$ cat config.mk
export PLATFORM = sky130hd
export DESIGN_NAME = grid_min_cost_path
export DESIGN_NICKNAME = d
export VERILOG_FILES = /design/src/gcp_pkg.sv /design/src/gcp_row_store.sv /design/src/grid_min_cost_path.sv
export SDC_FILE = /design/constraint.sdc
export NUM_CORES = 2
export LEC_CHECK = 0
export BUFFER_PORTS_ARGS = -buffer_cell sky130_fd_sc_hd__buf_2
export CAP_MARGIN = 15
export CORE_MARGIN = 2
export CORE_UTILIZATION = 55
export DETAILED_ROUTE_END_ITERATION = 8
export PLACE_DENSITY_LB_ADDON = 0.3
export SETUP_SLACK_MARGIN = 0.02
export SYNTH_ARGS = -nofsm -noshare
export SYNTH_HDL_FRONTEND = slang
export SYNTH_HIERARCHICAL = 1
export SYNTH_SLANG_ARGS = --single-unit
$ cat constraint.sdc
create_clock -name clk -period 8.3 [get_ports clk]
set_input_delay 0 -clock clk [delete_from_list [all_inputs] [get_ports clk]]
set_output_delay 0 -clock clk [all_outputs]
set_load 0.02 [all_outputs]
$ cat src/gcp_pkg.sv
`default_nettype none
package gcp_pkg;
	localparam int COST_W = 24;
	localparam int CELL_W = 16;
	localparam int MAX_COLS = 64;
	localparam int IDX_W = $clog2(MAX_COLS);

	typedef logic [COST_W-1:0] cost_t;
	typedef logic [CELL_W-1:0] cell_t;
	typedef logic [IDX_W-1:0] idx_t;

	localparam cost_t COST_MAX = {COST_W{1'b1}};
	localparam idx_t LAST_ROW_RST = IDX_W'(3);
	localparam idx_t LAST_COL_RST = IDX_W'(3);

	typedef enum logic [0:0] {
		REG_LAST_ROW = 1'b0,
		REG_LAST_COL = 1'b1
	} cfg_reg_t;

	typedef struct packed {
		logic rd_en;
		idx_t rd_addr;
		logic wr_en;
		idx_t wr_addr;
	} rs_req_t;
endpackage
`default_nettype wire

$ cat src/gcp_row_store.sv
`default_nettype none
module gcp_row_store (
	input  wire             clk,
	input  gcp_pkg::rs_req_t req,
	input  gcp_pkg::cost_t  wr_data,
	output gcp_pkg::cost_t  rd_data
);
	import gcp_pkg::*;

	cost_t mem [MAX_COLS];
	cost_t rd_data_q;

	always_ff @(posedge clk) begin
		if (req.wr_en) begin
			mem[req.wr_addr] <= wr_data;
		end
		if (req.rd_en) begin
			rd_data_q <= mem[req.rd_addr];
		end
	end

	assign rd_data = rd_data_q;
endmodule
`default_nettype wire

$ cat src/grid_min_cost_path.sv
// channel   dir  fields (lsb first)              beat taken when
// s_axis    in   tdata: cell_cost[15:0]          s_axis_tvalid & s_axis_tready
// m_axis    out  tdata: path_cost[23:0]          m_axis_tvalid & m_axis_tready
//                tlast: is_target
// cfg       in   cfg_idx, cfg_data[5:0]          cfg_we
//
// One cell per cycle unless stalled; stage 1 holds a cell, out_cost_q its result.
// The row store is read when a cell is taken and written as the result moves to the
// output register; a write to the same column at the read edge is bypassed.
// Reset: last_row = last_col = 3, position (0,0), left total 0; row store not cleared.
// A stalled output holds one result and one cell in flight, then drops s_axis_tready.
`default_nettype none
module grid_min_cost_path (
	input  wire               clk,
	input  wire               arst_n,
	input  wire               s_axis_tvalid,
	output logic              s_axis_tready,
	input  wire  [15:0]       s_axis_tdata,   // cell_cost[15:0]
	output logic              m_axis_tvalid,
	input  wire               m_axis_tready,
	output logic [23:0]       m_axis_tdata,   // path_cost[23:0]
	output logic              m_axis_tlast,   // is_target
	input  wire               cfg_we,
	input  gcp_pkg::cfg_reg_t cfg_idx,
	input  wire  [5:0]        cfg_data
);
	import gcp_pkg::*;

	idx_t last_row_q, last_col_q;
	idx_t row_q, col_q;
	cost_t left_q;

	logic v_s1_q;
	cell_t cost_s1;
	idx_t col_s1;
	logic row0_s1, col0_s1, target_s1;
	logic byp_hit_s1;
	cost_t byp_s1;

	logic out_v_q;
	cost_t out_cost_q;
	logic out_last_q;

	logic s1_move, accept;
	cost_t up, best, base, total, rd_data;
	logic [COST_W:0] sum;
	rs_req_t rs_req;

	assign s1_move = v_s1_q && (!out_v_q || m_axis_tready);
	assign s_axis_tready = !v_s1_q || s1_move;
	assign accept = s_axis_tvalid && s_axis_tready;

	always_comb begin
		up = byp_hit_s1 ? byp_s1 : rd_data;
		best = (up < left_q) ? up : left_q;
		if (row0_s1 && col0_s1) begin
			base = '0;
		end else if (row0_s1) begin
			base = left_q;
		end else if (col0_s1) begin
			base = up;
		end else begin
			base = best;
		end
		sum = {1'b0, base} + {{(COST_W+1-CELL_W){1'b0}}, cost_s1};
		total = sum[COST_W] ? COST_MAX : sum[COST_W-1:0];
	end

	always_comb begin
		rs_req.rd_en = accept;
		rs_req.rd_addr = col_q;
		rs_req.wr_en = s1_move;
		rs_req.wr_addr = col_s1;
	end

	gcp_row_store u_row_store (
		.clk     (clk),
		.req     (rs_req),
		.wr_data (total),
		.rd_data (rd_data)
	);

	// position, limits and left total
	always_ff @(posedge clk or negedge arst_n) begin
		if (!arst_n) begin
			last_row_q <= LAST_ROW_RST;
			last_col_q <= LAST_COL_RST;
			row_q <= '0;
			col_q <= '0;
			left_q <= '0;
		end else if (cfg_we) begin
			case (cfg_idx)
				REG_LAST_ROW: last_row_q <= cfg_data;
				REG_LAST_COL: last_col_q <= cfg_data;
				default: ;
			endcase
			row_q <= '0;
			col_q <= '0;
			left_q <= '0;
		end else begin
			if (s1_move) begin
				left_q <= total;
			end
			if (accept) begin
				if (col_q >= last_col_q) begin
					col_q <= '0;
					row_q <= (row_q >= last_row_q) ? '0 : row_q + 1'b1;
				end else begin
					col_q <= col_q + 1'b1;
				end
			end
		end
	end

	always_ff @(posedge clk or negedge arst_n) begin
		if (!arst_n) begin
			v_s1_q <= 1'b0;
			out_v_q <= 1'b0;
		end else begin
			if (accept) begin
				v_s1_q <= 1'b1;
			end else if (s1_move) begin
				v_s1_q <= 1'b0;
			end
			if (s1_move) begin
				out_v_q <= 1'b1;
			end else if (m_axis_tready) begin
				out_v_q <= 1'b0;
			end
		end
	end

	always_ff @(posedge clk) begin
		if (accept) begin
			cost_s1 <= s_axis_tdata;
			col_s1 <= col_q;
			row0_s1 <= (row_q == '0);
			col0_s1 <= (col_q == '0);
			target_s1 <= (row_q == last_row_q) && (col_q == last_col_q);
			byp_hit_s1 <= s1_move && (col_s1 == col_q);
			byp_s1 <= total;
		end
		if (s1_move) begin
			out_cost_q <= total;
			out_last_q <= target_s1;
		end
	end

	assign m_axis_tvalid = out_v_q;
	assign m_axis_tdata = out_cost_q;
	assign m_axis_tlast = out_last_q;
endmodule
`default_nettype wire

==> After elaboration in Yosys (flattened, before gate mapping) <==
Memory sizes are Yosys's and may differ from the RTL's. A register that Yosys moved wholly into a read port is not among the register bits.
Index checks and enable logic that the tools add are counted.
{ "word_totals": {"memories": 1, "wordCells": 67, "ff_bits": 125, "ramBits": 1536, "in_bits": 28} }
{ "op_classes": {"n_eq_ne": 3, "n_reduce_logical": 19, "n_addsub": 3, "n_mux": 21, "magnitude_cmp": 3, "bitwise": 1} }
{ "memory_table": {"columns": ["memory", "depth", "word_bits", "rd", "rd_ports_with_merged_regs", "wr", "line_no", "text"], "rows": [
  ["u_row_store.mem", 64, 24, 1, 1, 1, "gcp_row_store.sv:10", "cost_t mem [MAX_COLS];"]
]} }
{ "op_table": {"columns": ["op", "count"], "rows": [
  ["two-way mux 24 bit", 8],
  ["two-way mux 6 bit", 7],
  ["adder 24 x 16 -> 25 bit", 1],
  ["< comparator 24 bit", 1],
  ["== test 6 bit", 3],
  ["adder 6 x 1 -> 6 bit (second input constant)", 2],
  [">= comparator 6 bit", 2],
  ["zero test 6 bit", 2],
  ["nonzero test 2 bit", 5],
  ["two-way mux 1 bit", 6],
  ["AND reduction 2 bit", 3],
  ["logical AND 1 bit", 5],
  ["zero test 1 bit", 2],
  ["logical OR 1 bit", 2],
  ["inverter 1 bit", 1]
]} }

==> Longest topological paths before layout <==
{ "logic_depth": {"word_depth": 10, "ltp_mapped": 25} }

==> By module <==
The synthesis kept the hierarchy.
{ "modules_own_cells": {"columns": ["mod", "cells_per_inst", "area_each_um2", "seq_area_each_um2", "instances"], "rows": [
  ["gcp_row_store", 2610, 59535.8, 46844.9, 1],
  ["grid_min_cost_path", 632, 7019.2, 3508.4, 1]
]} }

==> Worst setup path after synthesis <==
OpenSTA, ideal clock, no wires.
{ "synth_path": {"path_kind": "reg-to-reg", "from": "reg byp_hit_s1", "to": "reg byp_s1[22] (data pin)", "setup_ps": 559, "n_path_buf": 5, "path_stages_with_launch": 25, "path_slack_ps": 149, "period_less_slack_ps": 8151, "t_required_ps": 7741, "arrival_ps": 7592, "path_cell_list": "edfxtp_1 > buf_2 > buf_2 > buf_1 > mux2_2 > ha_1 > nand4_1 > nor2_1 > a2111oi_0 > a31o_4 > a21o_1 > clkbuf_1 > clkbuf_1 > a21oi_1 > ha_1 > fa_1 > a211oi_1 > nor2_1 > o22ai_1 > a211o_1 > a21oi_1 > a221oi_1 > or4_1 > nor3_1 > a21oi_1"} }
{ "synth_between": {"elab_chain_len": 8} }
{ "synth_rtl": {"columns": ["item", "line_no", "text"], "rows": [
  ["start: declaration", "grid_min_cost_path.sv:37", "logic byp_hit_s1;"],
  ["start signal: assignment", "grid_min_cost_path.sv:140", "byp_hit_s1 <= s1_move && (col_s1 == col_q);"],
  ["two-way mux 24 bit *", "grid_min_cost_path.sv:54", "up = byp_hit_s1 ? byp_s1 : rd_data;"],
  ["< comparator 24 bit", "grid_min_cost_path.sv:55", "best = (up < left_q) ? up : left_q;"],
  ["two-way mux 24 bit", "grid_min_cost_path.sv:55", null],
  ["two-way mux 24 bit *", "grid_min_cost_path.sv:60", "end else if (col0_s1) begin"],
  ["two-way mux 24 bit *", "grid_min_cost_path.sv:58", "end else if (row0_s1) begin"],
  ["two-way mux 24 bit *", "grid_min_cost_path.sv:56", "if (row0_s1 && col0_s1) begin"],
  ["adder 24 x 16 -> 25 bit *", "grid_min_cost_path.sv:65", "sum = {1'b0, base} + {{(COST_W+1-CELL_W){1'b0}}, cost_s1};"],
  ["two-way mux 24 bit *", "grid_min_cost_path.sv:66", "total = sum[COST_W] ? COST_MAX : sum[COST_W-1:0];"],
  ["net total[22]", "grid_min_cost_path.sv:45", "cost_t up, best, base, total, rd_data;"],
  ["end signal: assignment", "grid_min_cost_path.sv:141", "byp_s1 <= total;"],
  ["end: declaration", "grid_min_cost_path.sv:38", "cost_t byp_s1;"]
]} }
The timed path passes the listed nets; every way through them passes the cells marked *.
A chain may end at the register's enable or synchronous reset.

==> Worst setup path after layout <==
{ "layout_path": {"from": "reg byp_hit_s1", "to": "mem u_row_store/mem[30][17] (netlist name) (data pin)"} }
{ "layout_between": {"elab_chain_len": 8} }
{ "layout_rtl": {"columns": ["item", "line_no"], "rows": [
  ["two-way mux 24 bit *", "grid_min_cost_path.sv:54"],
  ["< comparator 24 bit", "grid_min_cost_path.sv:55"],
  ["two-way mux 24 bit", "grid_min_cost_path.sv:55"],
  ["two-way mux 24 bit *", "grid_min_cost_path.sv:60"],
  ["two-way mux 24 bit *", "grid_min_cost_path.sv:58"],
  ["two-way mux 24 bit *", "grid_min_cost_path.sv:56"],
  ["adder 24 x 16 -> 25 bit *", "grid_min_cost_path.sv:65"],
  ["two-way mux 24 bit *", "grid_min_cost_path.sv:66"],
  ["net total[17]", "grid_min_cost_path.sv:45"],
  ["end: declaration", "gcp_row_store.sv:10"]
]} }
Marks and branches as above.

==> flow_summary.yaml <==
sta:
  post-route-period-util_pct: 90.3
  relSlewSlack_pct: 15.2
  hold_viol_final: 0
  rsz0062_at_grt: "false"
  tns_ns: 0
  final.min_clock_period_ns: 7.49
  setup_viol: 0
  fin_skew_ns: 0.0406
  maxSlewViolCount: 0
  clock.fmax_mhz: 133
  tightest_slew_ns: 1.27
  timing.hold.ws_ns: 0.0825
final_layout:
  num-nets-final: 3566
  utilization_pct: 63.1
  area_growth_pct: 13.8
  layout-drive-gt1-share_pct: 27.0
power:
  irDropWorstVdd_v: 0.000257
  powerDensity_mw_per_mm2: 296
  leakagePower_nw: 23.9
logic_synthesis:
  ys_types: 67
  syn-num-nets: 3326
  synth_seq_cells: 1685
  synth_ff_type: "edfxtp_1"
  postSynth.asyncResetShare_pct: 2.97
  synth_area_per_cell_um2: 20.5
  ys_warn_count: 6
  synth_edf_count: 1635
  syn_area_mm2: 0.0666
  synth_seq_area_share_pct: 75.7
  synthCells: 3242
hold_path:
  hold_path_class: "input port to flip-flop"
  min_path_cells: 3
floorplan:
  num_rows: 127
  start_util_pct: 55.5
  die_y_um: 352
  ios: 55
  fp.coreArea_mm2: 0.120
  die_x_um: 352
  dieArea_mm2: 0.124
clocking:
  cts_buffers: 165
  clockBufferDepth: 3
  htree_levels: 4
  cts.sinks: 1685
  postCtsSetupBuffers: 0
  cts_tree: "done"
  clk_latency_ns: 0.79
  root_buffer: "clkbuf_16"
  clk_pin_slew_ns: 0.06
global_route:
  grt_pass1_wl_mm: 253
  grt_usage_pct: 29.2
  grt_pass1_vias: 35089
  grt_start_max_net_pins: 112
  antenna_found_initial: 11
  grt.overflow.total: 0
run:
  maxCapViolCount: 0
placement:
  io_buffer_count: 54
  dp_hpwl_mm: 97.2
  place_congestion: 0.853
critical_path:
  startpoint_type: "flip-flop"
  r2r_cells: 24
  endpoint_kind: "flip-flop"
  cp.arrival_ns: 8.02
  cp_max_fo: 66
  crit_required_ns: 8.83
  critPathKind: "flip-flop to flip-flop"
drt:
  vias: 35300
  drt_first_pass_iters: 8
  drt-vias-per-instance: 6.74
  wirelength_mm: 177
  dr.first_iter.drc_count: 5343
  post_drt_wl_per_cell_um: 33.9
  drc_errors: 0
  ant_nets: 0
status:
  outcome: "completed"
## cell type report
type / instances / area [um^2]
diodes: 8 / 20.0
clock buffers: 200 / 4320
clock inverters: 102 / 1100
fillers: 7788 / 44200
inverters: 51 / 191
multi-input cells: 1340 / 15500
flip-flops and latches: 1685 / 50400
well taps: 1612 / 2020
repair buffers: 239 / 2210
## kinds of logic after synthesis
logic type	count (synthesis)	synth area share, %
compound gates	358	3.87
mux	536	14.9
buf+inv	217	1.61
xor+xnor	29	0.382
simple gates	361	2.53
flops	1685	75.7
fa+ha+maj	56	1.06
## critical path, stage by stage (launching register included)
cell	delay, ns
edfxtp_1	0.72
buf_4	0.33
mux2_2	0.39
ha_1	0.32
nand4_1	0.11
nor2_1	0.06
a2111oi_0	0.74
buf_4	0.24
a31o_4	0.18
a21o_1	0.36
a21oi_1	0.08
a21oi_1	0.15
ha_1	0.21
fa_1	0.26
a211oi_1	0.10
nor2_1	0.23
o22ai_1	0.14
a211o_1	0.33
a21oi_1	0.35
a221oi_1	0.15
buf_4	0.20
or4b_2	0.66
buf_4	0.37
nand2_2	0.19
buf_12	0.24
## stage by stage
stage | worst slack, ns | instance area, um^2 | power, mW | std cells
2_1_floorplan | 0.149 | 66600 | 13.5 | 3242
3_3_place_gp | 1.01 | 69600 | 14.9 | 4862
3_5_place_dp | 0.893 | 69600 | 15.1 | 4863
4_1_cts | 0.872 | 75700 | 22.5 | 5227
5_1_grt | 0.413 | 75700 | 23.2 | 5233
6_report | 0.806 | 75800 | 22.5 | 5237
## worst paths after layout
path                                           start  slack [ns]                                end
worst min-delay path                     cfg_data[1]        0.08          last_col_q[1]$_DFFE_PN1P_
max in group asynchronous                     arst_n        7.56               col_q[3]$_DFFE_PN0P_
worst max register to register  byp_hit_s1$_DFFE_PP_        0.81  u_row_store/mem[30][17]$_DFFE_PP_
min in group asynchronous                     arst_n        0.29               col_q[4]$_DFFE_PN0P_
worst min register to register   target_s1$_DFFE_PP_        0.42             m_axis_tlast$_DFFE_PP_
worst max-delay path            byp_hit_s1$_DFFE_PP_        0.81  u_row_store/mem[30][17]$_DFFE_PP_
## metal layers
layer  part of all wire (%)  vias to the layer above  global-route usage, %
met3                     12                      356                   6.75
met4                    3.7                        8                   11.1
met1                     37                    18495                   40.9
met5                  0.029                        -                      0
met2                     47                     2456                   45.2
li1                       -                    13985                      -
## cell usage after synthesis (6+ instances only)
cell type	number	area [um^2]
edfxtp_1	1635	49100
mux4_2	355	8000
nor2_1	124	465
mux2i_1	99	991
nand2_1	95	357
mux2_2	82	923
clkbuf_1	60	225
o22ai_1	58	363
ha_1	55	688
a221oi_1	53	464
a21oi_1	48	240
buf_2	48	240
inv_1	48	180
dfrtp_1	46	1150
o21ai_0	39	195
a22oi_1	35	263
buf_4	31	233
nand3_1	30	150
nand2b_1	21	131
and3_1	19	119
o31ai_1	18	135
a21o_1	17	128
o21a_1	17	128
xnor2_1	17	149
a311oi_1	16	140
buf_1	16	60.1
a31oi_1	14	87.6
nand4_1	12	75.1
or3_1	12	75.1
xor2_1	12	105
nor2b_1	11	68.8
buf_6	10	113
nor3_1	10	50.1
and2_1	7	43.8
o21ai_1	6	30.0
## report_power, final
| group | internal (mW) | switching [mW] | leakage, nW |
|---|---|---|---|
| sequential | 11.0 | 0.177 | 15.5 |
| combinational | 1.14 | 2.65 | 5.82 |
| clock | 4.27 | 3.18 | 2.66 |
## registers in the layout (all words and copies together) (netlist names)
register and flops:
m_axis_tlast 1, m_axis_tvalid 1, cost_s1 16, last_col_q 6, u_row_store/mem 1536, left_q 24, byp_hit_s1 1, row0_s1 1
v_s1_q 1, col0_s1 1, col_s1 6, last_row_q 6, m_axis_tdata 24, row_q 6, byp_s1 24, u_row_store/rd_data 24
target_s1 1, col_q 6
## cells in the final DEF (no fill, tap or decap), types with 18 or more instances in the layout
master and count:
a21oi_1 47, a221oi_1 53, a22oi_1 35, and3_1 19, buf_12 30, buf_2 54
buf_4 93, clkbuf_1 31, clkbuf_16 167, clkinv_1 31, clkinv_2 34, dfrtp_1 41
dlygate4sd3_1 61, edfxtp_1 1635, ha_1 55, inv_1 48, mux2_2 82, mux2i_1 99
mux4_2 355, nand2_1 75, nand2_2 20, nand2b_1 20, nand3_1 30, nor2_1 58
nor2_2 36, nor2_4 30, o21ai_0 38, o22ai_1 58, o31ai_1 18
## what timing repair did
| item | 4_1_cts | 5_1_grt |
|---|---|---|
| gates resized for setup | 0 | 0 |
| hold buffers | 62 | 0 |
| endpoints found under the hold margin | 127 | 0 |
No activity file was read; power rests on OpenSTA's default activity.
